==> src/rtl/lobm_pkg.sv <==
`timescale 1ns / 1ps
package lobm_pkg;

    localparam int ORDER_CAPACITY_DEF = 32;
    localparam int PRICE_WIDTH_DEF    = 16;
    localparam int MAX_TRADES         = 31;
    localparam int TRADE_CNT_W        = $clog2(MAX_TRADES + 1);
    localparam int QUEUE_DEPTH        = 2;

    typedef enum logic [1:0] {
        OP_ADD    = 2'd0,
        OP_CANCEL = 2'd1,
        OP_MATCH  = 2'd2,
        OP_QUERY  = 2'd3
    } op_t;

    localparam logic [3:0] KIND_TRADE      = 4'd0;
    localparam logic [3:0] KIND_ADDED      = 4'd1;
    localparam logic [3:0] KIND_DUPLICATE  = 4'd2;
    localparam logic [3:0] KIND_FULL       = 4'd3;
    localparam logic [3:0] KIND_CANCELLED  = 4'd4;
    localparam logic [3:0] KIND_CANCEL_MISS = 4'd5;
    localparam logic [3:0] KIND_QUERY_HIT  = 4'd6;
    localparam logic [3:0] KIND_QUERY_MISS = 4'd7;
    localparam logic [3:0] KIND_DONE       = 4'd8;

    // order categories, {sell, market}
    localparam logic [1:0] CAT_LB = 2'b00;
    localparam logic [1:0] CAT_MB = 2'b01;
    localparam logic [1:0] CAT_LS = 2'b10;
    localparam logic [1:0] CAT_MS = 2'b11;

    typedef struct packed {
        logic valid;
        op_t  op;
    } q_ctl_t;

endpackage

==> src/rtl/lobm_front.sv <==
`timescale 1ns / 1ps
module lobm_front #(
    parameter int PRICE_WIDTH = lobm_pkg::PRICE_WIDTH_DEF
) (
    input  logic                   clk,
    input  logic                   rst_n,
    input  logic                   in_valid,
    output logic                   in_stall,
    input  logic [1:0]             mode,
    input  logic [31:0]            order_id,
    input  logic                   is_sell,
    input  logic                   is_market,
    input  logic [PRICE_WIDTH-1:0] limit_price,
    input  logic [31:0]            quantity,
    output lobm_pkg::q_ctl_t       q_ctl,
    input  logic                   q_pop,
    output logic [31:0]            q_id,
    output logic                   q_sell,
    output logic                   q_market,
    output logic [PRICE_WIDTH-1:0] q_price,
    output logic [31:0]            q_qty
);
    import lobm_pkg::*;

    localparam int PTR_W = $clog2(QUEUE_DEPTH);
    localparam int CNT_W = $clog2(QUEUE_DEPTH + 1);

    op_t                  op_mem   [QUEUE_DEPTH];
    logic [31:0]          id_mem   [QUEUE_DEPTH];
    logic                 sell_mem [QUEUE_DEPTH];
    logic                 mkt_mem  [QUEUE_DEPTH];
    logic [PRICE_WIDTH-1:0] price_mem [QUEUE_DEPTH];
    logic [31:0]          qty_mem  [QUEUE_DEPTH];

    logic [PTR_W-1:0] wr_ptr_reg, rd_ptr_reg;
    logic [CNT_W-1:0] count_reg, count_next;
    logic             push, pop;
    op_t              op_dec;

    assign op_dec = op_t'(mode);

    assign in_stall = (count_reg == CNT_W'(QUEUE_DEPTH));
    assign push     = in_valid && !in_stall;
    assign pop      = q_pop && (count_reg != '0);

    always_comb
    begin
        count_next = count_reg;
        if (push && !pop)
            count_next = count_reg + 1'b1;
        else if (pop && !push)
            count_next = count_reg - 1'b1;
    end

    always_ff @(posedge clk or negedge rst_n)
    begin
        if (!rst_n)
        begin
            wr_ptr_reg <= '0;
            rd_ptr_reg <= '0;
            count_reg  <= '0;
        end
        else
        begin
            count_reg <= count_next;
            if (push)
                wr_ptr_reg <= (wr_ptr_reg == PTR_W'(QUEUE_DEPTH - 1)) ? '0 : wr_ptr_reg + 1'b1;
            if (pop)
                rd_ptr_reg <= (rd_ptr_reg == PTR_W'(QUEUE_DEPTH - 1)) ? '0 : rd_ptr_reg + 1'b1;
        end
    end

    always_ff @(posedge clk)
    begin
        if (push)
        begin
            op_mem[wr_ptr_reg]    <= op_dec;
            id_mem[wr_ptr_reg]    <= order_id;
            sell_mem[wr_ptr_reg]  <= is_sell;
            mkt_mem[wr_ptr_reg]   <= is_market;
            price_mem[wr_ptr_reg] <= limit_price;
            qty_mem[wr_ptr_reg]   <= quantity;
        end
    end

    assign q_ctl.valid = (count_reg != '0);
    assign q_ctl.op    = op_mem[rd_ptr_reg];
    assign q_id        = id_mem[rd_ptr_reg];
    assign q_sell      = sell_mem[rd_ptr_reg];
    assign q_market    = mkt_mem[rd_ptr_reg];
    assign q_price     = price_mem[rd_ptr_reg];
    assign q_qty       = qty_mem[rd_ptr_reg];

endmodule

==> config.mk <==
export PLATFORM = sky130hd
export DESIGN_NAME = lobm_front
export DESIGN_NICKNAME = d
export VERILOG_FILES = /design/src/rtl/lobm_pkg.sv /design/src/rtl/lobm_front.sv
export SDC_FILE = /design/constraint.sdc
export NUM_CORES = 1
export LEC_CHECK = 0
export BUFFER_PORTS_ARGS = -buffer_cell sky130_fd_sc_hd__buf_2
export CAP_MARGIN = 20
export CELL_PAD_IN_SITES_DETAIL_PLACEMENT = 0
export CELL_PAD_IN_SITES_GLOBAL_PLACEMENT = 1
export CORE_AREA = 2 2 130 132
export CTS_CLUSTER_SIZE = 14
export DETAILED_ROUTE_END_ITERATION = 8
export DIE_AREA = 0 0 132 134
export GPL_TIMING_DRIVEN = 0
export MAX_ROUTING_LAYER = met4
export PLACE_DENSITY = 0.76
export SLEW_MARGIN = 20
export SYNTH_ARGS = -nofsm -noshare
export SYNTH_HDL_FRONTEND = slang
export SYNTH_SLANG_ARGS = --single-unit
==> constraint.sdc <==
create_clock -name clk -period 4.7 [get_ports clk]
set_clock_uncertainty 0.05 [all_clocks]
set_input_delay 0.705 -clock clk [delete_from_list [all_inputs] [get_ports clk]]
set_output_delay 0.705 -clock clk [all_outputs]
set_load 0.02 [all_outputs]
==> out/qor.csv <==
stage,metric,value,unit
layout,drive_gt1_frac,0.517,
critical_path,crit_fanout,10,
clock_tree,cts_made_buffers,17,
grt,grt_first_pass_wirelength,17700,um
critical_path,reg2reg_slack,2.66,ns
route,drt-wirelength-per-cell,15.9,um
clock_tree,clock-root-buffer,clkbuf_16,
min_path,hold_class,in -> async,
yosys,ys_seq_area_frac,0.821,
route,dr_total_vias,3209,
yosys,yosys.area.top_type,edfxtp_1,
layout,fillCellCount,1392,
clock_tree,clkSlewWorstSetupHoldPaths,0.06,ns
placed_design,io_buffers,173,
yosys,synthTopCellsByArea,"edfxtp_1, mux2_1, mux2_2",
yosys,synth_cells,280,
yosys,ys_ff_latch,172,
placed_design,post-dp-hpwl,7650,um
grt,use_met1,0.153,
critical_path,startpoint,rd_ptr_reg$_DFFE_PN0P_,
clock_tree,cts_sinks,172,
yosys,syn_nets,369,
route,dr.first_iter.drc_count,113,
clock_tree,cts-resized-gates,0,
placed_design,gp_congestion,0.710,
timing,finalSetupViolations,0,
grt,antenna_found_initial,1,
layout,area_growth_syn_to_layout,29.5,%
floorplanning,rows,47,
critical_path,end_kind,output port,
route,first_pass_iters,4,
yosys,synth.avg_cell_area,22.4,um2
clock_tree,post_cts_buffers,0,
yosys,synth.top_cell.area_share,0.805,
grt,gr-max-usage-layer,met2,
timing,worstMarginPinSlew,0.629,ns
floorplanning,core_area,16300,um2
critical_path,reg2reg_depth,5,
timing,hold_violations,0,
power_and_ir_drop,peakVddDrop,0.297,mV
timing,finalCriticalPeriod,2.49,ns
layout,largestRegisters,"id_mem: 64 flops, qty_mem: 64 flops, price_mem: 32 flops",
critical_path,r2r-start,count_reg[0]$_DFFE_PN0P_,
yosys,syn_area,6270,um2
layout,nets,565,
placed_design,post_dp_cell_area,7520,um2
grt,grt.total_usage,0.135,
route,routed_wl,11300,um
route,drc_errors,0,
grt,use_met2,0.226,
clock_tree,cts_max_level,4,
timing,rsz0062_at_grt,no,
layout,layout_common_cells,"buf_2, edfxtp_1, mux2_1",
route,postRouteAntennaNets,0,
grt,grt_pass1_vias,3481,
floorplanning,start_util,0.385,
critical_path,crit_type,reg -> out,
floorplanning,die_area,17700,um2
floorplanning,die_y,134,um
yosys,yosysWarnings,0,
floorplanning,io_pins,174,
timing,slew_violations,0,
timing,relSlewSlack,0.579,
yosys,yosysUniqueCellTypes,16,
timing,clock.fmax,402,MHz
clock_tree,worstSkewPairLatency,0.41,ns
clock_tree,cts_tree,done,
route,routed_via_density,4.52,
layout,fin_area,8110,um2
clock_tree,cts_buffer_depth,2,
power_and_ir_drop,powerDensity,652,nW/um2
layout,mostFrequentLayoutCell,buf_2,
power_and_ir_drop,p_leak,3.06,nW
critical_path,arrival,1.73,ns
status,status,"complete, no violations",
timing,fin_crit_sh,0.529,
power_and_ir_drop,power.total,5.29,mW
critical_path,r2r-end,id_mem[0][6]$_DFFE_PP_,
clock_tree,hold_buffers,0,
grt,grt_overflow,0,
floorplanning,die_w,132,um
critical_path,cp_data_required_time,3.94,ns
run,max-cap-violations,0,
critical_path,start_kind,flop,
grt,grt.met3_usage,0.0446,
grt,grt_max_degree,44,
[cells by family (layout without fill, tap and decap cells)]
logic type    count (synthesis)  in the layout  synth area share
flops                       172            172             0.821
mux                          84             84             0.151
buf+inv                      11            220            0.0138
simple gates                  7              7           0.00539
xor+xnor                      5              5           0.00699
fa+ha+maj                     1              1           0.00200
other cells                   0              1                 0
[metal layers]
metal / share of wire / vias to the layer above
met4: 0.013 / 0
li1: - / 1502
met3: 0.053 / 11
met2: 0.52 / 104
met1: 0.41 / 1592
met5: 0 / -
[cells in the mapped netlist]
master / number
buf_6: 5
xnor2_1: 3
buf_4: 1
mux2_2: 34
inv_1: 2
nor2_1: 2
mux2_1: 50
ha_1: 1
or2_2: 1
and3_1: 1
xor2_1: 2
nand2_1: 2
nand2b_1: 1
dfrtp_1: 4
edfxtp_1: 168
buf_2: 3
[power by group]
| group | leakage (nW) | internal (mW) | switching [mW] |
|---|---|---|---|
| registers | 1.61 | 2.09 | 0.0803 |
| clock network | 0.290 | 0.839 | 0.560 |
| logic | 1.16 | 0.668 | 1.05 |
[critical path, stage by stage (launching register included)]
cell and delay (ns):
dfrtp_1 0.39, buf_4 0.25, buf_6 0.18, mux2_1 0.34
buf_2 0.16
[worst max-delay path by stage]
stage	to	slack, ns	cells past startpoint
floorplan	id_mem[0][0]$_DFFE_PP_	1.24	2
global placement	id_mem[0][21]$_DFFE_PP_	-0.002	3
detailed placement	id_mem[0][3]$_DFFE_PP_	2.40	5
CTS	q_id[0]	2.13	4
global route	q_id[0]	2.09	4
finish	q_id[0]	2.21	4
[per-stage QoR]
stage	setup slack, ns	std cells	hold WS, ns	utilization	TNS [ns]
floorplan	1.24	280	0.359	-	0
global placement	-0.00241	673	0.430	0.455	-0.0310
detailed placement	2.40	677	0.459	0.461	0
CTS	2.13	709	0.0211	0.498	0
global route	2.09	710	0.0188	0.498	0
finish	2.21	710	0.0450	0.498	0
[layout make-up]
cell class,instances,area [um2],area share
flip-flops and latches,172,5140,0.634
repair buffers,177,961,0.118
plain buffers,9,78.8,0.00971
clock buffers,18,429,0.0529
multi-input cells,97,1050,0.129
diodes,1,2.50,0.000308
well taps,220,275,0.0339
inverters,2,7.51,0.000925
clock inverters,14,166,0.0205
Note: power is estimated with default switching activity, not from simulation.
